`config.mk`:
```
export PLATFORM = sky130hd
export DESIGN_NAME = bq_mul
export DESIGN_NICKNAME = d
export VERILOG_FILES = /design/src/bq_mul.sv
export SDC_FILE = /design/constraint.sdc
export NUM_CORES = 2
export LEC_CHECK = 0
export ABC_AREA = 1
export ABC_CLOCK_PERIOD_IN_PS = 10000
export BUFFER_PORTS_ARGS = -buffer_cell sky130_fd_sc_hd__buf_2
export CAP_MARGIN = 0
export CORE_MARGIN = 1
export CORE_UTILIZATION = 55
export CTS_CLUSTER_DIAMETER = 200
export CTS_CLUSTER_SIZE = 28
export DETAILED_ROUTE_END_ITERATION = 16
export PLACE_DENSITY = 0.72
export SLEW_MARGIN = 30
export SYNTH_ARGS = -nofsm -noshare
export SYNTH_HDL_FRONTEND = slang
export SYNTH_SLANG_ARGS = --single-unit
```
`constraint.sdc`:
```
create_clock -name clk -period 10 [get_ports clk]
set_input_delay 1 -clock clk [delete_from_list [all_inputs] [get_ports clk]]
set_output_delay 1 -clock clk [all_outputs]
set_load 0.02 [all_outputs]
```
`src/bq_mul.sv`:
```
// shared signed multiplier with a registered product
// uses nothing beyond the language

module bq_mul (
	input  logic               clk,
	input  logic signed [32:0] a,
	input  logic signed [32:0] b,
	output logic signed [65:0] p
);

	logic signed [65:0] p_s1;

	// one product per cycle
	always_ff @(posedge clk) begin
		p_s1 <= a * b;
	end

	assign p = p_s1;

endmodule

```
**Yosys cells after proc, flatten, opt, wreduce, memory -nomap -nowiden**

Index checks and enable logic that the tools add are counted.

- Register bits: 66
- Input port bits: 67
- Word-level logic and storage cells: 2
- Output and inout port bits: 66

- Multipliers: 1

Operator list:

| cell | number |
|---|---|
| $mul 33x33->66 | 1 |

**Longest topological paths before layout**

- Depth in word-level cells: 1
- Gate-level depth with buffers: 34
- Mapped depth without buffers: 32

**Least setup slack after synthesis**

No wires, ideal clock.

- Kind: input port to flip-flop
- From: input port a[32]
- To: register p_s1[60] (netlist: p[60])
- Library setup time: 113 ps
- Setup slack: 2244 ps
- Stages on the path: 23
- Arrival: 7643 ps
- Buffers on the path: 2
- Required time: 9887 ps
- Cells stage by stage: clkbuf_1 -> clkbuf_1 -> nand2_1 -> inv_1 -> fa_1 -> fa_1 -> fa_1 -> fa_1 -> inv_1 -> fa_1 -> fa_1 -> fa_1 -> fa_1 -> inv_1 -> ha_1 -> nand2_1 -> nor2_1 -> inv_1 -> nor3_1 -> nand2_1 -> and2_0 -> nand4_1 -> nand2_1

- Word-level cells in the longest chain between the ends: 1

Ends and longest elaborated chain:

| item | RTL line | RTL |
|---|---|---|
| from (decl) | 6 | `input logic signed [32:0] a,` |
| $mul 33x33->66 | 15 | `p_s1 <= a * b;` |
| to (signal assigned) | 15 |  |
| to (decl) | 11 | `logic signed [65:0] p_s1;` |

No other way between the ends.

**Final worst setup path**

- From: input port a[32]
- To: register p_s1[49] (netlist: p[49])

Same word-level chain as after synthesis.

==> out/metrics.cfg <==
[clock_tree]
cts.clk_slew.worst_paths_ns = 0.06
cts_made_buffers = 9
clock-sinks = 66
cts_resized = 0
clock_path_buffers = 2
cts_hold_buf = 0
post_cts_buffers = 0
h-tree-depth = 3
cts_tree = built
cts-root-buf = clkbuf_16

[routing]
firstDrtPassIters = 6
ant_nets = 0
drc = 0
initialDrtViolationCount = 2295
finalWirelength_um = 114000
wire_per_inst_um = 17.6
viasPerCell = 5.06
vias = 32800

[yosys]
synth_xor_area_share_pct = 0.832
synth_cells = 5543
ys_seq_area_share_pct = 3.06
ys_ff_latch = 66
synth_cell_types = 35
synth_top_family_by_area = adder cells
synth-simple-area-share_pct = 16.6
syn_area_per_cell_sq_um = 7.79
synth_compound_gate_area_share_pct = 1.38
yosysWarningCount = 0
synthFlopType = dfxtp_1
syn_nets = 6972
synth_edf_count = 0
synth_mux_area_share_pct = 0
synthArstFlopShare_pct = 0
synth_fa_ha_area_share_pct = 59.4
syn_area_sq_um = 43200

[sta]
hold_viol = 0
fmax_mhz = 120
tightest_slew_ns = 0.990
period_share_pct = 83.3
setup_violations = 0
period_minus_slack_ns = 8.33
rsz0062_at_grt = false
slew_headroom_pct = 34.0
slew_viol_final = 0
tns_ns = 0

[critical_path]
worst-setup-path-type = primary input to flop
worstPathRequired_ns = 10.24
crit_top_cell = fa_1
max_stage_delay_ns = 0.94
cp.arrival_ns = 8.56
crit_slowest_cell = fa_1
crit_family = adder cells
cp-end-kind = flop
crit_fanout = 33
crit_buf_inv = 6
critPathLaunchType = primary input
crit_chain = buf_2, nand2_1, inv_1, fa_1, fa_1, fa_1, fa_1, fa_1, fa_1, fa_1, inv_1, fa_1, inv_1, ha_1, nand2_1, inv_1, nand2_1, nor2_2, inv_1, nor2_2, o21ai_0, nand4_1, nand2_1

[placed_design]
portBuffers = 132
placed_cell_area_sq_um = 44200
gp_routability_congestion = 0.959
dp_cells = 6464
place_hpwl_um = 96200

[final_layout]
synthToLayoutAreaGrowth_pct = 3.23
layout-drive-gt1-share_pct = 4.10
postLayoutCoreUtil_pct = 57.4
final_cells = 6484
fin_area_sq_um = 44600
final_nets = 6864
layout_common_cells = 1893 x inv_1, 1517 x nand2_1, 1144 x fa_1
largest_register_ffs = 66
final_common_cell = inv_1

[floorplanning]
fp.dieW_um = 282
die_area_sq_um = 79600
die_h_um = 282
fp.coreArea_sq_um = 77600
initial_core_util_pct = 55.6
ioPinCount = 133
fp-row-count = 102

[global_routing]
grt_antenna_before_repair = 11
grt_pass1_vias = 36000
grt_util_all_layers_pct = 30.8
grt_first_pass_wirelength_um = 190000
grt_start_max_net_pins = 34
grt_remaining_overflow = 0

[run_status]
status = finished, final reports clean

[worst_hold_path]
hold_path.class = primary input to flop

[flow_run]
cap_violations = 0

## stage by stage
step / setup slack, ns / hold slack (ns)
3_5_place_dp: 1.47 / 1.41
2_1_floorplan: 2.24 / 1.26
4_1_cts: 1.82 / 1.18
3_3_place_gp: 1.31 / 1.42
5_1_grt: 1.42 / 1.25
6_report: 1.67 / 1.20
## cells in the mapped netlist (14+ instances only)
cell type  number  area share, %
dfxtp_1        66            3.1
fa_1         1145             53
xor2_1         37           0.75
inv_1        1894             16
nor2_1        131            1.1
a21oi_1        61           0.71
nand4_1        19           0.28
nor2_2         20           0.29
nand3_1        70           0.81
clkbuf_1      262            2.3
ha_1          217            6.3
nand2_2        17           0.25
o21bai_1       14           0.24
nand2_1      1517             13
o21ai_0        19           0.22
## kinds of logic (layout without fill, tap and decap cells)
logic type,Yosys count,in the layout
XOR/XNOR,41,41
buffers and inverters,2158,2055
adder cells (fa/ha/maj),1362,1362
AND/OR/NAND/NOR,1810,1810
other,0,4
flip-flops,66,66
AO/OA/AOI/OAI,106,106
## final timing paths
| check | cells after the start | to | start |
|---|---|---|---|
| max | 23 | p[49] | a[32] |
| min | 3 | p[0] | b[0] |
## layout make-up
cell class / instances / area (sq um)
diodes: 4 / 10.0
clock buffers: 11 / 253
clock inverters: 5 / 60.1
fillers: 7214 / 33000
inverters: 1895 / 7110
multi-input cells: 3319 / 33800
flip-flops and latches: 66 / 1320
well taps: 1040 / 1300
repair buffers: 144 / 753
## metal layers
metal | GRT usage, % | vias up | routed length, um | share of wire (%)
met5 | 0 | - | 92 | 0.081
met2 | 54.9 | 1293 | 58000 | 51
li1 | - | 14800 | - | -
met3 | 4.66 | 283 | 8440 | 7.4
met1 | 38.1 | 16500 | 43500 | 38
met4 | 10.3 | 14 | 4140 | 3.6
Power is left out: the tool's default activity adds up to more than one toggle a clock period on the data nets, which glitch-free logic cannot reach.
