==> src/bq_div.sv <==
// restoring divider, one quotient bit per cycle
// integer or fraction quotient depending on the loaded operands; no package use

module bq_div (
	input  logic        clk,
	input  logic        arst_n,
	input  logic        start,
	input  logic [63:0] rem0,
	input  logic [63:0] dvd,
	input  logic [66:0] den,
	input  logic [5:0]  steps,
	output logic        done,
	output logic [63:0] quo
);

	logic        busy_q;
	logic        done_q;
	logic [5:0]  cnt_q;
	logic [67:0] rem_q;
	logic [66:0] den_q;
	logic [63:0] dvd_q;
	logic [63:0] quo_q;
	logic [67:0] r2;
	logic        ge;

	// shift in the next dividend bit and compare
	always_comb begin
		r2 = {rem_q[66:0], dvd_q[63]};
		ge = r2 >= {1'b0, den_q};
	end

	// control
	always_ff @(posedge clk or negedge arst_n) begin
		if (!arst_n) begin
			busy_q <= 1'b0;
			done_q <= 1'b0;
			cnt_q  <= '0;
		end else begin
			done_q <= 1'b0;
			if (start) begin
				busy_q <= 1'b1;
				cnt_q  <= steps;
			end else if (busy_q) begin
				cnt_q <= cnt_q - 1'b1;
				if (cnt_q == 6'd1) begin
					busy_q <= 1'b0;
					done_q <= 1'b1;
				end
			end
		end
	end

	// datapath
	always_ff @(posedge clk) begin
		if (start) begin
			rem_q <= {4'd0, rem0};
			den_q <= den;
			dvd_q <= dvd;
			quo_q <= '0;
		end else if (busy_q) begin
			rem_q <= ge ? r2 - {1'b0, den_q} : r2;
			dvd_q <= {dvd_q[62:0], 1'b0};
			quo_q <= {quo_q[62:0], ge};
		end
	end

	assign done = done_q;
	assign quo  = quo_q;

endmodule

==> config.mk <==
export PLATFORM = sky130hd
export DESIGN_NAME = bq_div
export DESIGN_NICKNAME = d
export VERILOG_FILES = /design/src/bq_div.sv
export SDC_FILE = /design/constraint.sdc
export NUM_CORES = 1
export LEC_CHECK = 0
export BUFFER_PORTS_ARGS = -buffer_cell sky130_fd_sc_hd__buf_2
export CAP_MARGIN = 20
export CORE_UTILIZATION = 35
export DETAILED_ROUTE_END_ITERATION = 6
export SYNTH_ARGS = -nofsm -noshare
export SYNTH_HDL_FRONTEND = slang
export SYNTH_SLANG_ARGS = --single-unit
==> constraint.sdc <==
create_clock -name clk -period 5.2 [get_ports clk]
set_clock_uncertainty 0.2 [all_clocks]
set_input_delay 1.56 -clock clk [delete_from_list [all_inputs] [get_ports clk]]
set_output_delay 1.56 -clock clk [all_outputs]
set_load 0.02 [all_outputs]
* Word-level counts from Yosys, hierarchy flattened
Cells that the tools add are included.
** Operators by class
- Equality and inequality tests :: 1
- Magnitude comparators :: 1
- Mux-type cells :: 13
- Add/sub/neg operators :: 2
- Reductions and logical operators :: 1
** Operators with widths (count)
- $mux W64 :: 4
- $ge A68 B67 Y1 :: 1
- $mux W67 :: 1
- $sub A67 B67 Y67 :: 1
- $mux W6 :: 2
- $eq A6 B1 Y1 const B :: 1
- $mux W1 :: 6
- $sub A6 B1 Y6 const B :: 1
- $reduce_bool A2 Y1 :: 1
** Storage, ports and cells
- Output and inout port bits :: 65
- Bits in registers :: 270

* Logic depth before layout (Yosys ltp)
Gate-level depths: netlist of the first run.
- Word-level depth :: 4
- Depth in mapped cells :: 16
- Depth with buffers taken out :: 13

* Worst setup path after synthesis of the first run
OpenSTA, ideal clock, no wires.
- Path type :: input-to-reg
- Start :: in start
- End :: reg dvd_q[0] (enable)
- Library setup time :: 0.481 ns
- Slack :: -0.425 ns
- Data required time :: 4.519 ns
- Data arrival time :: 4.945 ns
- Stages on the path :: 5
- Path through :: clkbuf_1 -> clkbuf_1 -> clkbuf_1 -> nor2_1 -> inv_1
** On the way
- Longest elaborated chain between the ends :: 1
** RTL lines
- start: declaration :: line 7 : input logic start,
- $reduce_bool A2 Y1 (no line)
- end signal: assignment :: line 58 : dvd_q <= dvd;
- end signal: assignment :: line 62 : dvd_q <= {dvd_q[62:0], 1'b0};
- end: declaration :: line 21 : logic [63:0] dvd_q;
Every way passes these cells.
A chain may end at the register's enable or synchronous reset.

* Worst setup path after layout of the first run
- Start :: reg rem_q[20]
- End :: reg rem_q[63] (data pin)
** On the way
- Longest elaborated chain between the ends :: 4
- Elaborated cells on any way between the ends :: 5
- Classes of those cells :: add/sub (1); order compare (1); mux (3)
** RTL lines
- start: declaration :: line 19 : logic [67:0] rem_q;
- start signal: assignment :: line 56 : rem_q <= {4'd0, rem0};
- start signal: assignment :: line 61 : rem_q <= ge ? r2 - {1'b0, den_q} : r2;
- $sub A67 B67 Y67 / $ge A68 B67 Y1 (equally long branches) :: line 61, 29
- $mux W67 (*) :: line 61
- $mux W64 (*) :: line 60 : end else if (busy_q) begin
- $mux W64 (*) :: line 55 : if (start) begin
Mark *: on every way between the ends. The rest lies on a longest branch, timed or not. The select of a mux whose other input is x is not followed.

==> key figures, run 1 <==
Floorplan
  • Core Area: 42300 µm²
  • Chip width: 210 µm
  • Height of the die: 210 µm
  • Die Area: 44100 µm²
  • Initial Util: 0.358
  • Num rows: 75
  • IO Pins: 269

Critical path
  • Startpoint Class: flop
  • Critical Path, Cell by Cell: ha_1, nand4_1, or4_4, o311ai_2, o211ai_2, nand4_2, nand2_2, or4_1, a2bb2oi_1
  • WP data required: 5.41 ns
  • WP data arrival: 4.41 ns
  • Crit path largest cell delay: roughly 0.71 ns
  • Setup crit end kind: flop
  • CP Launch Point: rem_q[20]
  • Critical path class: flop to flop
  • Crit Path Max Fanout: 45
  • Worst R2R Start: rem_q[20]
  • Slowest cell on crit path: or4_1

Clock network
  • Worst skew pair latency: about 0.56 ns
  • H-tree depth: 2
  • Num Clock Sinks: 270
  • Clock root cell: clkbuf_16
  • CTS clk-pin slew, worst paths: ~0.060 ns
  • CTS tree: done
  • CTS Hold Bufs: 0
  • Bufs on Longest Clock Path: 3
  • Resize count post-CTS: 0
  • CTS buffer count: 34
  • Post CTS Setup Buffer Count: 0

Pwr
  • Clk network pwr share: 0.238
  • Logic pwr share: 0.446
  • Cell area power density: 525 nW/µm²
  • Leak Pwr: 8.03 nW
  • Sw Share: 0.394
  • Pwr Total: 9.48 mW
  • Switching Power: 3.74 mW
  • Flop pwr share: 0.315
  • Peak VDD IR: 0.000250 V
  • Internal: 5.74 mW

Route
  • DRT Pass-1 Iters: 6
  • Wire length per cell: 17.7 µm
  • Via Count: 12038
  • DRC Markers: 0
  • ANT nets after route: 0
  • Drt initial violations: between 700 and 800
  • Drt total wl: 41.3 mm
  • Avg Vias per Cell: 5.16

Final layout
  • Layout Nets: ~2000
  • Final Non-Filler Cells: 2332
  • Area Overhead vs Synth: 19.2%
  • Layout cells sized above 1: 0.236
  • Final Util: 0.426

Timing
  • Final hold vios: 0
  • Setup TNS: 0 ns
  • Max Clk Rate: around 240 MHz
  • Min Tclk post-route: 4.20 ns
  • Slew margin rel.: 0.278
  • Hold_ws: 0.291 ns
  • Worst Max-Slew Pin Slew: 1.08 ns
  • RSZ-0062 raised after global routing: no
  • Max-slew violations: 0
  • Period utilisation layout: 0.807
  • Final setup fails: 0

Logic synthesis
  • Ys flop type: edfxtp_1
  • Register area share after synthesis: 0.489
  • Yosys cell types: 73
  • Cell Area, Synth: between 15000 and 20000 µm²
  • Post-synth top area share: 0.387
  • Synth area leader: edfxtp_1
  • Synth Area per Inst: 10.1 µm²
  • Post-Syn Nets: 1767
  • YS warnings: 0
  • Most frequent cell after synthesis: edfxtp_1
  • EDFF count, synth: 195
  • Post-synth ARST share: 0.0296
  • Synth Instances: 1493
  • Register bit total from synthesis: 270
  • Synth top area cells: edfxtp_1 39%, dfxtp_1 8.9%, ha_1 5.7%
  • Top cells by count, synth: 195 x edfxtp_1, 156 x nand2_1, 149 x nor2_1

GRT
  • Largest net degree at the start of global routing: 94
  • First-pass GRT wire length: 64.8 mm
  • Vias in the first global route: between 10000 and 15000
  • GRT Total Usage: 0.186
  • Initial antenna violation count: 11
  • GR Overflow Total: 0

Place
  • DP Cell Count: around 2300
  • RD Place Congestion: 0.881
  • Post-DP HPWL: 30.2 mm
  • Port bufs: 268

Min path
  • Hold Crit Start: quo[63]
  • Class of the worst hold path: flop to flop

Flow run
  • Max_cap viols: 0

Run status
  • Outcome: finished clean
-- power by group through the flow --
stage	registers (mW)	logic (mW)	clock network [mW]
finish	2.99	4.23	2.26
CTS	2.99	4.22	2.32
detailed placement	3.02	4.20	0
global route	3.03	4.71	2.40
floorplan	2.96	3.23	0
global placement	3.02	4.16	0
-- layer usage --
metal / routed length (µm) / part of all wire / vias to the layer above / track usage
met5: 77 / 0.0019 / - / 0
met4: 936 / 0.023 / 12 / 0.0524
met3: 3050 / 0.074 / 80 / 0.0614
met2: 19000 / 0.46 / 321 / 0.303
met1: 18200 / 0.44 / 5684 / 0.235
li1: - / - / 5941 / -
-- kinds of logic after synthesis --
kind of cell | share of synthesized area
AO/OA/AOI/OAI | 0.146
AND/OR/NAND/NOR | 0.133
XOR/XNOR | 0.0353
multiplexers | 0.0932
flip-flops | 0.489
buffers and inverters | 0.0456
adder cells (fa/ha/maj) | 0.0583
-- path summary, 6_finish.rpt --
check / end / slack, ns / cells after the start
hold / removal: quo[63] / 0.29 / 2
max in group asynchronous: busy_q / 3.96 / 1
setup / recovery: rem_q[63] / 1.00 / 9
setup reg to reg: rem_q[63] / 1.00 / 9
min in group asynchronous: cnt_q[1] / 0.64 / 1
hold reg to reg: quo[63] / 0.29 / 2
-- sequential cells by signal, indices dropped and copies added, names as in the netlist --
name    count
cnt_q       6
den_q      67
dvd_q      64
busy_q      1
quo        64
done        1
rem_q      67
-- critical path, delay by kind of cell (launching register included) --
kind	cells	cell delay [ns]
adders and majority gates	1	0.45
and+or+nand+nor	5	2.28
AOI/OAI and AO/OA	3	0.72
DFF	1	0.39
-- cell usage in the layout, fill, tap and decap left out, types with 5 or more instances in the layout --
| cell | instances |
|---|---|
| dfrtp_1 | 7 |
| a31oi_1 | 50 |
| buf_2 | 267 |
| and2_1 | 12 |
| a221o_1 | 9 |
| a2bb2oi_1 | 10 |
| nand3_1 | 16 |
| o21bai_1 | 13 |
| o31ai_1 | 10 |
| nor3_1 | 22 |
| inv_1 | 89 |
| or2_2 | 5 |
| xnor2_1 | 32 |
| xor2_1 | 29 |
| clkbuf_16 | 35 |
| nand2_1 | 156 |
| a21oi_1 | 89 |
| clkbuf_1 | 6 |
| nor4_1 | 13 |
| o21ai_0 | 67 |
| and3_1 | 16 |
| o21a_1 | 13 |
| mux2_2 | 64 |
| nand4_1 | 23 |
| nor2b_1 | 5 |
| mux2i_1 | 69 |
| buf_4 | 17 |
| dfxtp_1 | 67 |
| a21o_1 | 16 |
| edfxtp_1 | 195 |
| a41oi_1 | 5 |
| ha_1 | 69 |
| nor2_1 | 149 |
| o211ai_1 | 6 |
| a21boi_0 | 5 |
| a211oi_1 | 11 |
-- metrics by stage --
step	instance area, µm²	setup slack, ns
final	18000	1.00
after global routing	18000	0.572
after CTS	18000	0.977
after detailed placement	17000	0.988
after global placement	17000	1.06
after floorplan	15100	0.331
-- final cells by class --
cell class                 count  area (µm²)
clock buffer                  43         926
inverter                      91         347
sequential                   270        7400
fill                        4197       24300
tap                          577         722
antenna                        4        10.0
timing repair buffer         285        1480
clock inverter                12         114
multi-input combinational   1050        7050
Power figures use the tool's default switching activity.
==> run 2: changes to the inputs <==
==> constraint.sdc (replaced) <==
create_clock -name clk -period 4.2 [get_ports clk]
set_clock_uncertainty 0.2 [all_clocks]
set_input_delay 1.26 -clock clk [delete_from_list [all_inputs] [get_ports clk]]
set_output_delay 1.26 -clock clk [all_outputs]
set_load 0.02 [all_outputs]
==> key figures, run 2 (synthesis results as in run 1) <==
Place
  • Place WS: 0.425 ns (was 0.988 ns)
  • RD Place Congestion: 0.927 (was 0.881)
  • Port bufs: 268 (unchanged)
  • Post-DP HPWL: 31.0 mm (was 30.2 mm)

Clock network
  • Resize count post-CTS: 0 (unchanged)
  • Post CTS Setup Buffer Count: 0 (unchanged)
  • CTS Hold Bufs: 0 (unchanged)
  • CTS clk-pin slew, worst paths: 0.06 ns (about the same)
  • Worst skew pair latency: 0.55 ns (was 0.56 ns)
  • CTS tree: done (unchanged)
  • H-tree depth: 2 (unchanged)
  • CTS buffer count: 34 (unchanged)
  • Num Clock Sinks: 270 (unchanged)
  • Clock root cell: clkbuf_16 (unchanged)
  • Bufs on Longest Clock Path: 3 (unchanged)

Floorplan
  • Die Area: 44100 µm² (unchanged)
  • Initial Util: 0.358 (unchanged)
  • Num rows: 75 (unchanged)
  • Chip width: 210 µm (unchanged)
  • Core Area: 42300 µm² (unchanged)
  • IO Pins: 269 (unchanged)
  • Height of the die: 210 µm (unchanged)

Critical path
  • WP data required: 4.29 ns (was 5.41 ns)
  • Setup crit end kind: flop (unchanged)
  • Crit Path Max Fanout: 7 (was 45)
  • Critical path class: flop to flop (unchanged)
  • WP data arrival: 3.87 ns (was 4.41 ns)
  • Startpoint Class: flop (unchanged)

GRT
  • GR Overflow Total: 0 (unchanged)
  • Largest net degree at the start of global routing: 104 (was 94)
  • Vias in the first global route: 12516 (was 12095)
  • Initial antenna violation count: 13 (was 11)
  • First-pass GRT wire length: 66.4 mm (was 64.8 mm)
  • GRT Total Usage: 0.190 (was 0.186)

Final layout
  • Top Registers: den_q x67, rem_q x67 (unchanged)
  • Layout Nets: 2017 (was 2006)
  • Final Util: 0.433 (was 0.426)
  • Most common cell after layout, fill and taps aside: buf_2 (unchanged)
  • Most frequent cells in the layout: 267 x buf_2, 195 x edfxtp_1, 156 x nand2_1 (unchanged)
  • Layout cells sized above 1: 0.242 (was 0.236)
  • Area Overhead vs Synth: 21.0% (was 19.2%)

Timing
  • Final hold vios: 0 (unchanged)
  • Final setup fails: 0 (unchanged)
  • Slew margin rel.: 0.272 (was 0.278)
  • Worst Max-Slew Pin Slew: 1.09 ns (was 1.08 ns)
  • Setup WS post-layout: 0.422 ns (was 1.00 ns)
  • Hold_ws: 0.293 ns (was 0.291 ns)
  • Min Tclk post-route: 3.78 ns (was 4.20 ns)
  • RSZ-0062 raised after global routing: no (unchanged)
  • Max-slew violations: 0 (unchanged)
  • Max Clk Rate: 265 MHz (was 238 MHz)
  • Period utilisation layout: 0.900 (was 0.807)

Pwr
  • Flop pwr share: 0.307 (was 0.315)
  • Peak VDD IR: 0.000376 V (was 0.000250 V)
  • Clk network pwr share: 0.244 (was 0.238)
  • Cell area power density: 659 nW/µm² (was 525 nW/µm²)
  • Switching Power: 4.71 mW (was 3.74 mW)
  • Logic pwr share: 0.449 (was 0.446)
  • Internal: 7.36 mW (was 5.74 mW)
  • Leak Pwr: 8.16 nW (was 8.03 nW)
  • Sw Share: 0.390 (was 0.394)
  • Pwr Total: 12.1 mW (was 9.48 mW)

Route
  • Drt total wl: 42.1 mm (was 41.3 mm)
  • Via Count: 12250 (was 12038)
  • ANT nets after route: 0 (unchanged)
  • Wire length per cell: 17.9 µm (was 17.7 µm)
  • DRC Markers: 0 (unchanged)
  • Avg Vias per Cell: 5.22 (was 5.16)
  • Drt initial violations: 790 (was 711)
  • DRT Pass-1 Iters: 5 (was 6)

Min path
  • Class of the worst hold path: flop to flop (unchanged)

Flow run
  • Max_cap viols: 0 (unchanged)

Run status
  • Outcome: finished clean (unchanged)
## run 2: final timing paths
path                                start        end  slack [ns]  depth (start not counted)
worst max-delay path            rem_q[26]  rem_q[48]        0.42                         10
worst min-delay path              quo[63]    quo[63]        0.29                          2
worst max register to register  rem_q[26]  rem_q[48]        0.42                         10
worst min register to register    quo[63]    quo[63]        0.29                          2
max in group asynchronous          arst_n     busy_q        3.25                          1
min in group asynchronous          arst_n   cnt_q[1]        0.35                          1
## run 2: power groups by stage
| stage | sequential, mW | combinational, mW | clock (mW) |
|---|---|---|---|
| after floorplan | 3.67 | 4.01 | 0 |
| after global placement | 3.73 | 5.36 | 0 |
| after detailed placement | 3.74 | 5.37 | 0 |
| after CTS | 3.70 | 5.41 | 3.05 |
| after global routing | 3.76 | 6.01 | 3.13 |
| final | 3.71 | 5.42 | 2.95 |
## run 2: final cells by class
class	instances	area, µm²
well taps	577	722
flip-flops and latches	270	7400
diodes	4	10.0
clock inverters	12	161
fillers	4163	24000
repair buffers	296	1660
inverters	91	347
clock buffers	47	950
multi-input cells	1050	7060
## run 2: worst max-delay path, cell delays in order, from the launching register on
cell,delay (ns)
edfxtp_1,0.40
ha_1,0.46
nand4_1,0.23
or4_4,0.61
a211o_1,0.27
o31ai_1,0.08
nor2_1,0.14
o31ai_1,0.48
a31oi_1,0.18
xnor2_1,0.15
a221o_1,0.32
## run 2: routing by layer
metal  vias to the layer above  track usage  share of wire
met5                         -            0         0.0030
met3                        89       0.0572          0.074
met2                       344        0.315           0.47
li1                       5961            -              -
met1                      5836        0.234           0.43
met4                        20       0.0680          0.027
## run 2: stage by stage
step	TNS (ns)	area [µm²]	std cells
after floorplan	-13.12	15200	1493
after global placement	0	17200	2284
after detailed placement	0	17200	2284
after CTS	0	18300	2343
after global routing	0	18300	2343
final	0	18300	2347
