--- src/bq_pkg.sv ---
// shared types, constants and arithmetic helpers of the biquad response block
// no dependencies

package bq_pkg;

	localparam int CORDIC_STEPS   = 24;
	localparam int COEF_FRAC_BITS = 26;
	localparam int CIDX_W         = 5;

	localparam logic signed [65:0] K_Q30      = 66'sd652032874;
	localparam logic signed [32:0] PI_Q30     = 33'sd3373259426;
	localparam logic signed [34:0] PI_HALF    = 35'sd1686629713;
	localparam logic signed [30:0] PI_Q28     = 31'sd843314857;
	localparam logic signed [33:0] TWO_PI_Q23 = 34'sd52707179;
	localparam logic signed [33:0] THRESH_Q23 = 34'sd39530384;
	localparam logic signed [65:0] ONE_DEN    = 66'sd1 <<< (COEF_FRAC_BITS + 30);

	// register indexes of the configuration port
	localparam logic [2:0] REG_B0   = 3'd0;
	localparam logic [2:0] REG_B1   = 3'd1;
	localparam logic [2:0] REG_B2   = 3'd2;
	localparam logic [2:0] REG_A1   = 3'd3;
	localparam logic [2:0] REG_A2   = 3'd4;
	localparam logic [2:0] REG_STOP = 3'd5;

	typedef enum logic [4:0] {
		S_IDLE, S_TDIV, S_MUL, S_ROT, S_ZCHK, S_NORM, S_NSHIFT, S_SQN, S_SQD,
		S_DIVR, S_DIVI, S_DIVM, S_ATAN, S_UNW1, S_UNW2, S_UNW3, S_DONE
	} bq_state_t;

	// command to the cordic unit
	typedef struct packed {
		logic start;
		logic vectoring;
	} bq_cordic_cmd_t;

	// arctangent table, floor(atan(2^-i) * 2^30)
	function automatic logic [29:0] atan_q30(input logic [CIDX_W-1:0] i);
		logic [29:0] v;
		case (i)
			5'd0:  v = 30'd843314856;
			5'd1:  v = 30'd497837829;
			5'd2:  v = 30'd263043836;
			5'd3:  v = 30'd133525158;
			5'd4:  v = 30'd67021686;
			5'd5:  v = 30'd33543515;
			5'd6:  v = 30'd16775850;
			5'd7:  v = 30'd8388437;
			5'd8:  v = 30'd4194282;
			5'd9:  v = 30'd2097149;
			5'd10: v = 30'd1048575;
			5'd11: v = 30'd524287;
			5'd12: v = 30'd262143;
			5'd13: v = 30'd131071;
			5'd14: v = 30'd65535;
			5'd15: v = 30'd32767;
			5'd16: v = 30'd16383;
			5'd17: v = 30'd8191;
			5'd18: v = 30'd4095;
			5'd19: v = 30'd2047;
			5'd20: v = 30'd1023;
			5'd21: v = 30'd511;
			5'd22: v = 30'd255;
			5'd23: v = 30'd127;
			5'd24: v = 30'd63;
			5'd25: v = 30'd31;
			5'd26: v = 30'd15;
			5'd27: v = 30'd7;
			5'd28: v = 30'd3;
			5'd29: v = 30'd1;
			default: v = 30'd0;
		endcase
		return v;
	endfunction

	function automatic logic signed [31:0] sat32(input logic signed [33:0] v);
		logic signed [31:0] r;
		if (v > 34'sd2147483647)
			r = 32'sh7FFF_FFFF;
		else if (v < -34'sd2147483648)
			r = 32'sh8000_0000;
		else
			r = v[31:0];
		return r;
	endfunction

	function automatic logic [63:0] uabs64(input logic signed [63:0] v);
		return v[63] ? 64'(-v) : 64'(v);
	endfunction

	// power of two scaling with rounding on the right shift
	function automatic logic signed [31:0] norm_shift(input logic signed [63:0] v,
		input logic signed [7:0] s);
		logic signed [64:0] t;
		int sh;
		sh = int'(s);
		t = {v[63], v};
		if (sh > 0)
			t = (t + (65'sd1 <<< (sh - 1))) >>> sh;
		else if (sh < 0)
			t = t <<< (-sh);
		return t[31:0];
	endfunction

	// quotient with 40 fraction bits scaled by 2^k, rounded and limited
	function automatic logic [32:0] scale_u(input logic [63:0] v, input logic signed [8:0] k,
		input logic [32:0] limit);
		logic [63:0] t;
		logic [32:0] r;
		int kk;
		kk = int'(k);
		t = 64'd0;
		if (v == 64'd0)
			r = 33'd0;
		else if (kk >= 0) begin
			if (kk >= 40)
				r = limit;
			else if (v > ({31'd0, limit} >> kk))
				r = limit;
			else begin
				t = v << kk;
				r = t[32:0];
			end
		end else if (-kk >= 50)
			r = 33'd0;
		else begin
			t = (v + (64'd1 << (-kk - 1))) >> (-kk);
			r = (t > {31'd0, limit}) ? limit : t[32:0];
		end
		return r;
	endfunction

	function automatic logic [31:0] signed_out(input logic neg, input logic [63:0] q,
		input logic signed [8:0] k);
		logic [32:0] mag;
		mag = scale_u(q, k, neg ? 33'h1_0000_0000 - 33'h0_8000_0000 : 33'h0_7FFF_FFFF);
		return neg ? 32'(-mag) : mag[31:0];
	endfunction

endpackage

--- src/bq_cordic.sv ---
// iterative cordic, rotation mode for sin and cos, vectoring mode for atan2
// depends on bq_pkg

module bq_cordic import bq_pkg::*; (
	input  logic               clk,
	input  logic               arst_n,
	input  bq_cordic_cmd_t     cmd,
	input  logic signed [65:0] x0,
	input  logic signed [65:0] y0,
	input  logic signed [34:0] z0,
	output logic               done,
	output logic signed [65:0] x,
	output logic signed [65:0] y,
	output logic signed [34:0] z
);

	logic              busy_q;
	logic              done_q;
	logic              vec_q;
	logic [CIDX_W-1:0] i_q;
	logic signed [65:0] x_q, y_q;
	logic signed [34:0] z_q;
	logic signed [65:0] xs, ys;
	logic signed [34:0] at;
	logic               dir;

	// one micro-rotation
	always_comb begin
		xs  = x_q >>> i_q;
		ys  = y_q >>> i_q;
		at  = $signed({5'd0, atan_q30(i_q)});
		dir = vec_q ? y_q[65] : !z_q[34];
	end

	// control
	always_ff @(posedge clk or negedge arst_n) begin
		if (!arst_n) begin
			busy_q <= 1'b0;
			done_q <= 1'b0;
			i_q    <= '0;
		end else begin
			done_q <= 1'b0;
			if (cmd.start) begin
				busy_q <= 1'b1;
				i_q    <= '0;
			end else if (busy_q) begin
				i_q <= i_q + 1'b1;
				if (i_q == CIDX_W'(CORDIC_STEPS - 1)) begin
					busy_q <= 1'b0;
					done_q <= 1'b1;
				end
			end
		end
	end

	// datapath
	always_ff @(posedge clk) begin
		if (cmd.start) begin
			x_q   <= x0;
			y_q   <= y0;
			z_q   <= z0;
			vec_q <= cmd.vectoring;
		end else if (busy_q) begin
			if (dir) begin
				x_q <= x_q - ys;
				y_q <= y_q + xs;
				z_q <= z_q - at;
			end else begin
				x_q <= x_q + ys;
				y_q <= y_q - xs;
				z_q <= z_q + at;
			end
		end
	end

	assign done = done_q;
	assign x    = x_q;
	assign y    = y_q;
	assign z    = z_q;

endmodule

--- config.mk ---
export PLATFORM = sky130hd
export DESIGN_NAME = bq_cordic
export DESIGN_NICKNAME = d
export VERILOG_FILES = /design/src/bq_pkg.sv /design/src/bq_cordic.sv
export SDC_FILE = /design/constraint.sdc
export NUM_CORES = 1
export LEC_CHECK = 0
export BUFFER_PORTS_ARGS = -buffer_cell sky130_fd_sc_hd__buf_4
export CORE_MARGIN = 1
export CORE_UTILIZATION = 30
export DETAILED_ROUTE_END_ITERATION = 16
export GPL_TIMING_DRIVEN = 0
export HOLD_SLACK_MARGIN = 0.02
export SLEW_MARGIN = 20
export SYNTH_ARGS = -nofsm -noshare
export SYNTH_HDL_FRONTEND = slang
export SYNTH_SLANG_ARGS = --single-unit
export TNS_END_PERCENT = 1
--- constraint.sdc ---
create_clock -name clk -period 9.5 [get_ports clk]
set_clock_uncertainty 0.05 [all_clocks]
set_input_delay 0 -clock clk [delete_from_list [all_inputs] [get_ports clk]]
set_output_delay 0 -clock clk [all_outputs]
set_load 0.005 [all_outputs]
* Yosys cells after proc, flatten, opt, wreduce, memory -nomap -nowiden
Memory sizes are Yosys's and may differ from the RTL's. Cells that the tools add are included.
Word-level totals: bits in registers 175, bits in read-only memories 960, bits of input ports 171, output and inout bits 168, logic and storage cells 38, memories 1
Operators by class: $add $sub $neg 7, equal/unequal tests 1, shift-type cells 2, multiplexer cells 18, reduce and logical (&&, ||, !) cells 2
Memories:
- (no name shown) | depth 32, bits a word 30, read ports 1, clocked after memory_dff 0, wr ports 0, line bq_pkg.sv:40 | case (i)
Operators with widths (number):
- 66-bit 2-to-1 mux | 6
- 66-bit adder | 2
- 66-bit by 5-bit >>> shifter with 66-bit output | 2
- 66-bit subtractor | 2
- 35-bit 2-to-1 mux | 3
- 35-bit by 31-bit adder with 35-bit output | 1
- 35-bit by 31-bit subtractor with 35-bit output | 1
- 5-bit 2-to-1 mux | 2
- 1-bit 2-to-1 mux | 7
- 5-bit by 1-bit adder with 5-bit output, second input constant | 1
- 5-bit equality test, second input constant | 1
- 2-bit nonzero test | 1
- 1-bit zero test | 1

* Longest topological paths before layout
Gate-level depths: netlist of run 1.
depth after elaboration 5, mapped depth 34, gate-level depth less buffers 24

* Worst setup path after synthesis of run 1
OpenSTA, ideal clock, no wires.
path kind register -> register, from register i_q[2], to register x_q[65], in the netlist x[65] (data pin), library setup time 0.261 ns, data arrival time 6.744 ns, slack 2.445 ns, stages on the path, launching flop included 31, cell sequence dfrtp_1 -> clkbuf_1 -> buf_2 -> buf_2 -> buf_2 -> buf_1 -> buf_6 -> buf_2 -> buf_1 -> clkbuf_1 -> buf_1 -> buf_1 -> a21oi_1 -> ha_1 -> o2111ai_1 -> or3b_1 -> buf_2 -> or4_4 -> or2_2 -> o21ai_0 -> xor2_1 -> ha_1 -> a21o_1 -> a21o_1 -> a21oi_1 -> o211a_1 -> a21oi_1 -> o22a_1 -> a2111oi_0 -> nor3_1 -> a221o_1
On the way: cells in the longest elaborated chain, start to end 5, elaborated cells between the ends (all ways) 6
Ends and longest elaborated chain:
- start: declaration | line bq_cordic.sv:20 | logic [CIDX_W-1:0] i_q;
- start signal: assignment | line bq_cordic.sv:47 | i_q <= i_q + 1'b1;
- 66-bit by 5-bit >>> shifter with 66-bit output (*) | line bq_cordic.sv:30 | ys = y_q >>> i_q;
- 66-bit adder or 66-bit subtractor (tied branches) | line bq_cordic.sv:69, bq_cordic.sv:65
- 66-bit 2-to-1 mux (*) | line bq_cordic.sv:64 | if (dir) begin
- 66-bit 2-to-1 mux (*) | line bq_cordic.sv:63 | end else if (busy_q) begin
- 66-bit 2-to-1 mux (*) | line bq_cordic.sv:58 | if (cmd.start) begin
- end signal: assignment | line bq_cordic.sv:65 | x_q <= x_q - ys;
- end signal: assignment | line bq_cordic.sv:69 | x_q <= x_q + ys;
- end: declaration | line bq_cordic.sv:21 | logic signed [65:0] x_q, y_q;
Every way passes the cells marked *; elsewhere a longest branch is shown, timed or not. The select of a mux whose other input is x is not followed. A chain may end at the register's enable or synchronous reset.

* Worst setup path after layout of run 1
from register i_q[3], to register y_q[62], in the netlist y[62] (data pin)
On the way: cells in the longest elaborated chain, start to end 5, elaborated cells between the ends (all ways) 6
Ends and longest elaborated chain:
- 66-bit by 5-bit >>> shifter with 66-bit output (*) | line bq_cordic.sv:29 | xs = x_q >>> i_q;
- 66-bit subtractor or 66-bit adder (tied branches) | line bq_cordic.sv:70, bq_cordic.sv:66
- 66-bit 2-to-1 mux (*) | line bq_cordic.sv:64
- 66-bit 2-to-1 mux (*) | line bq_cordic.sv:63
- 66-bit 2-to-1 mux (*) | line bq_cordic.sv:58
- end signal: assignment | line bq_cordic.sv:60 | y_q <= y0;
- end signal: assignment | line bq_cordic.sv:66 | y_q <= y_q + xs;
- end signal: assignment | line bq_cordic.sv:70 | y_q <= y_q - xs;
- end: declaration | line bq_cordic.sv:21
Marked as above.

==> metrics.md, run 1 <==
| Metric | Value |
|---|---|
| Ys Warns | `0` |
| Status | `completed` |
| Die Y | `323 um` |
| Mux contribution to synthesized area | `0.208` |
| Fmax | `107 MHz` |
| Clk buf depth | `2` |
| Non-Filler Instances | `5556` |
| Hold crit path type | `input pin to flop` |
| Die Span X | `323 um` |
| Sum of buffers and inverters on the critical path | `6` |
| EDFF count, synth | `168` |
| Cell count after synthesis | `3635` |
| Placed cells | `5354` |
| Avg Inst Size Synth | `8.48 um2` |
| Compound-Gate Fraction of Synth Area | `0.247` |
| CP max stage delay | `0.80 ns` |
| Core box area | `102000 um2` |
| Site row count | `117` |
| Hold Violations, Final | `0` |
| Total Routing Usage GR | `0.402` |
| GP Congestion | `1.02` |
| Mapped Nets | `3984` |
| Root Buffer | `clkbuf_16` |
| Pins Over Slew Limit | `0` |
| XOR/XNOR Fraction of Synth Area | `0.0867` |
| Design area | `37900 um2` |
| Port Buffers | `338` |
| Nets@finish | `4518` |
| Max-capacitance violation count | `0` |
| Post-route minimum period | `9.38 ns` |
| Via count | `35392` |
| Drt pass-1 iters | `6` |
| Data required time of the worst path | `9.76 ns` |
| IO Count | `339` |
| DP HPWL | `166000 um` |
| Crit Path Class | `flop to flop` |
| Vias in the first global route | `33797` |
| Clock sink count | `175` |
| Most frequent CP cell | `buf_6` |
| Slowest cell on the critical path | `mux2i_1` |
| WP data arrival | `9.64 ns` |
| Post-Synth Simple-Gate Area | `0.162` |
| Worst-path fanout max | `10` |
| Most common cell after layout, fill and taps aside | `nand2_1` |
| Global-route wire length before repair | `285000 um` |
| Area Growth Syn to Fin | `22.9%` |
| Drt wl/cell | `38.3 um` |
| Vias per cell | `6.37` |
| Final wirelength | `213000 um` |
| Cell Area, Synth | `30800 um2` |
| Adder-Cell Fraction of Synth Area | `0.0730` |
| Final Cycle Share | `0.987` |
| Initial antenna violation count | `15` |
| Final setup fails | `0` |
| Critical path's top delay family | `simple AND/OR/NAND/NOR gates` |
| Slew @ Worst Pin | `1.31 ns` |
| Setup tns final | `0 ns` |
| Clk slew on worst S/H paths | `0.09 ns` |
| Ys async rst share | `0.0400` |
| Iter 0 DRT Violations | `4221` |
| Worst skew pair latency | `0.55 ns` |
| CP Launch Type | `flop` |
| Total CTS buffers | `17` |
| Area after DPL | `35400 um2` |
| Number of routed nets with antenna violations | `0` |
| H-tree depth | `4` |
| Crit end category | `flop` |
| Die ar. | `104000 um2` |
| Register area share after synthesis | `0.169` |
| Layout cells sized above 1 | `0.204` |
| Most used cells in the layout excluding fill and tap cells | `nand2_1, buf_4, o21ai_0` |
| Starting Density | `0.303` |
| TritonCTS clock tree | `done` |
| Gr ovfl total | `0` |
| Residual DRC count | `0` |
| Most common flop cell mapped by yosys | `edfxtp_1` |
| Pin count of the biggest net entering global routing | `52` |
| Largest family of logic cells by synthesized area | `compound AO/OA/AOI/OAI gates` |
| RSZ-0062 raised after global routing | `yes` |
| Unique masters post-synth | `107` |
| Final core utilization | `0.372` |
| Yosys reg bits | `175` |
| Slew margin rel. | `0.126` |
## registers in the layout (all words and copies together), names as in the netlist
name    count
vec_q       1
z          35
busy_q      1
i_q         5
x          66
y          66
done        1
## cells by family after synthesis
logic type	count (synthesis)
multiplexers	419
XOR/XNOR	305
flip-flops	175
AND/OR/NAND/NOR	1064
adder cells (fa/ha/maj)	178
buffers and inverters	317
AO/OA/AOI/OAI	1177
## synth_stat cells, drive strengths merged, types with 14 or more instances
cell type,number,area [um2]
inv,67,251
o21ai,326,1630
o21bai,32,240
a21o,104,781
o21a,23,173
o22ai,49,307
o31ai,32,255
nand3,63,315
xor2,129,1130
and2,23,146
a21oi,271,1360
nand2b,38,240
ha,175,2190
or2,21,134
mux4,164,3730
a211oi,34,260
mux2,95,1070
nor2b,38,238
nand2,452,1700
mux2i,160,1600
and3,39,244
o211ai,31,233
nor3,41,216
a31oi,57,372
a22oi,26,195
buf,117,932
or3,14,97.6
edfxtp,168,5040
xnor2,176,1540
clkbuf,130,492
nand4,40,250
a221oi,29,273
nor2,228,863
## metal layers
metal,GRT usage,wire [um],up-vias
met4,0.276,16800,6
met1,0.507,86600,17719
met2,0.601,90400,2112
met3,0.101,19200,560
met5,0,36,-
li1,-,-,14995
## metrics by stage
step                hold WS (ns)  setup WS [ns]
finish                     0.124          0.119
global route              0.0671       -0.00373
CTS                       0.0207       -0.00729
detailed placement        -0.219          -2.94
global placement          -0.223          -3.41
floorplan                 -0.346           2.45
## layout make-up
class                           count  area [um2]
Antenna cell                        6        15.0
Buffer                            240        1510
Clock buffer                       17         425
Clock inverter                     15         138
Fill cell                       10562       63900
Inverter                           70         264
Multi-Input combinational cell   3143       24100
Sequential cell                   175        5220
Tap cell                         1368        1710
Timing Repair Buffer              522        4520
## repair_timing
item | 4_1_cts | 5_1_grt
endpoints found under the setup margin | 127 | 39
pin swaps | 0 | 0
hold buffers | 170 | 0
resized for setup | 34 | 40
hold endpoints to repair | 175 | 0
setup buffers | 0 | 0
## path summary, 6_finish.rpt
check                      startpoint      to  slack [ns]  depth (start not counted)
max                            i_q[3]   y[62]        0.12                         27
min                            cmd[0]   vec_q        0.12                          2
max reg2reg                    i_q[3]   y[62]        0.12                         27
min reg2reg                      y[0]    y[0]        0.72                          2
max in group asynchronous      arst_n  i_q[4]        8.71                          3
min in group asynchronous      arst_n  i_q[1]        0.41                          3
Power of run 1 is left out: the tool's default activity adds up to more than one toggle a clock period on the data nets, which glitch-free logic cannot reach.
==> inputs of run 2 (changes only) <==
CTS_CLUSTER_DIAMETER = 40   (was unset)
RECOVER_POWER = 100   (was unset)
==> run 2 against run 1 <==
  * The flow now finishes with violations (max-capacitance violations, max-slew violations)
  * Hold slack worse by 0.0098 ns
  * Fmax is 0.25% lower
  * Die area stayed put
  * Highest routed layer unchanged
==> metrics.md, run 2 (synthesized netlist as in run 1, its figures left out) <==
| Metric | Value |
|---|---|
| Iter 0 DRT Violations | `3951` |
| Crit end category | `flop` |
| Initial antenna violation count | `14` |
| Via count | `35404` |
| Global-route wire length before repair | `285000 um` |
| R2R cell count | `28` |
| Vias in the first global route | `33797` |
| Gr ovfl total | `0` |
| Multi-input logic area | `24100 um2` |
| Starting Density | `0.303` |
| Register Area | `5220 um2` |
| Area Growth Syn to Fin | `22.0%` |
| Nets@finish | `4518` |
| Total CTS buffers | `17` |
| Slew @ Worst Pin | `3.03 ns` |
| Post-CTS Repair Setup Buffers | `0` |
| Die Y | `323 um` |
| Hold_ws | `0.114 ns` |
| Vias per cell | `6.37` |
| Layout cells sized above 1 | `0.190` |
| GP Congestion | `1.02` |
| Residual DRC count | `0` |
| Max-capacitance violation count | `5` |
| Clk slew on worst S/H paths | `0.09 ns` |
| Die Span X | `323 um` |
| Crit Path Class | `flop to flop` |
| Final setup fails | `0` |
| Clk buf depth | `2` |
| Data required time of the worst path | `9.73 ns` |
| Port Buffers | `338` |
| RSZ-0062 raised after global routing | `yes` |
| Total Routing Usage GR | `0.402` |
| Hold depth | `3` |
| Pins Over Slew Limit | `174` |
| TritonCTS clock tree | `done` |
| Drt wl/cell | `38.4 um` |
| WP data arrival | `9.64 ns` |
| Die ar. | `104000 um2` |
| Slowest cell on the critical path | `dfrtp_1` |
| Slew margin rel. | `-1.02` |
| Hold Violations, Final | `0` |
| CP Launch Type | `flop` |
| Core box area | `102000 um2` |
| Setup tns final | `0 ns` |
| Clock sink count | `175` |
| Pin count of the biggest net entering global routing | `52` |
| Drt pass-1 iters | `8` |
| Site row count | `117` |
| IO Count | `339` |
| Status | `finished with violations` |
| Number of routed nets with antenna violations | `0` |
| Worst-path fanout max | `11` |
| Post-route minimum period | `9.40 ns` |
| Layout filler cell count | `10622` |
| Most used cells in the layout excluding fill and tap cells | `nand2_1, o21ai_0, a21oi_1` |
| Failing checks | `max-capacitance violations, max-slew violations` |
| Worst skew pair latency | `0.55 ns` |
| Root Buffer | `clkbuf_16` |
| Hold crit path type | `input pin to flop` |
| Final wirelength | `213000 um` |
| DP HPWL | `166000 um` |
| Most common cell after layout, fill and taps aside | `nand2_1` |
| Final Cycle Share | `0.990` |
| Fmax | `106 MHz` |
| H-tree depth | `4` |
| Place WS | `-2.94 ns` |
| Setup ws final | `0.0956 ns` |
| CP max stage delay | `0.54 ns` |
==> run 2: cell type report <==
cell class | count | share of cell area
Inverter | 70 | 0.00702
Sequential cell | 175 | 0.139
Clock buffer | 17 | 0.0113
Buffer | 240 | 0.0399
Timing Repair Buffer | 522 | 0.113
Clock inverter | 15 | 0.00366
Multi-Input combinational cell | 3143 | 0.640
Antenna cell | 6 | 0.000399
Tap cell | 1368 | 0.0455
==> run 2: path summary, 6_finish.rpt <==
check | startpoint | to | slack (ns)
setup / recovery | i_q[2] | z[34] | 0.1
hold / removal | x0[3] | x[3] | 0.11
setup reg to reg | i_q[2] | z[34] | 0.1
hold reg to reg | y[0] | y[0] | 0.72
max in group asynchronous | arst_n | i_q[4] | 8.65
min in group asynchronous | arst_n | i_q[0] | 0.45
==> run 2: per-layer routing <==
layer | vias to the layer above | global-route usage | routed length (um) | part of all wire
met2 | 2162 | 0.601 | 90500 | 0.42
met5 | - | 0 | 36 | 0.00017
met1 | 17694 | 0.507 | 86700 | 0.41
li1 | 14990 | - | - | -
met3 | 552 | 0.101 | 19100 | 0.090
met4 | 6 | 0.276 | 16800 | 0.079
==> run 2: critical path, delay by kind of cell (launching register included) <==
kind / cells / cell delay [ns]
adders and majority gates: 2 / 0.66
buffers and inverters: 11 / 4.02
xor gates and xnor gates: 2 / 0.42
AOI/OAI and AO/OA: 11 / 3.16
and+or+nand+nor: 2 / 0.19
DFF: 1 / 0.54
==> run 2: what timing repair did <==
item	4_1_cts	5_1_grt
hold endpoints to repair	175	0
pin swaps	0	0
hold buffers	170	0
gates resized for setup	34	40
cloned	0	0
setup endpoints to repair	127	39
==> run 2: through the flow <==
| step | instance area, um2 | utilization | std cells |
|---|---|---|---|
| 2_1_floorplan | 30800 | - | 3635 |
| 3_3_place_gp | 35100 | 0.345 | 5341 |
| 3_5_place_dp | 35400 | 0.348 | 5354 |
| 4_1_cts | 37700 | 0.371 | 5551 |
| 5_1_grt | 37600 | 0.369 | 5550 |
| 6_report | 37600 | 0.369 | 5556 |
Power of run 2 is left out for the same reason.
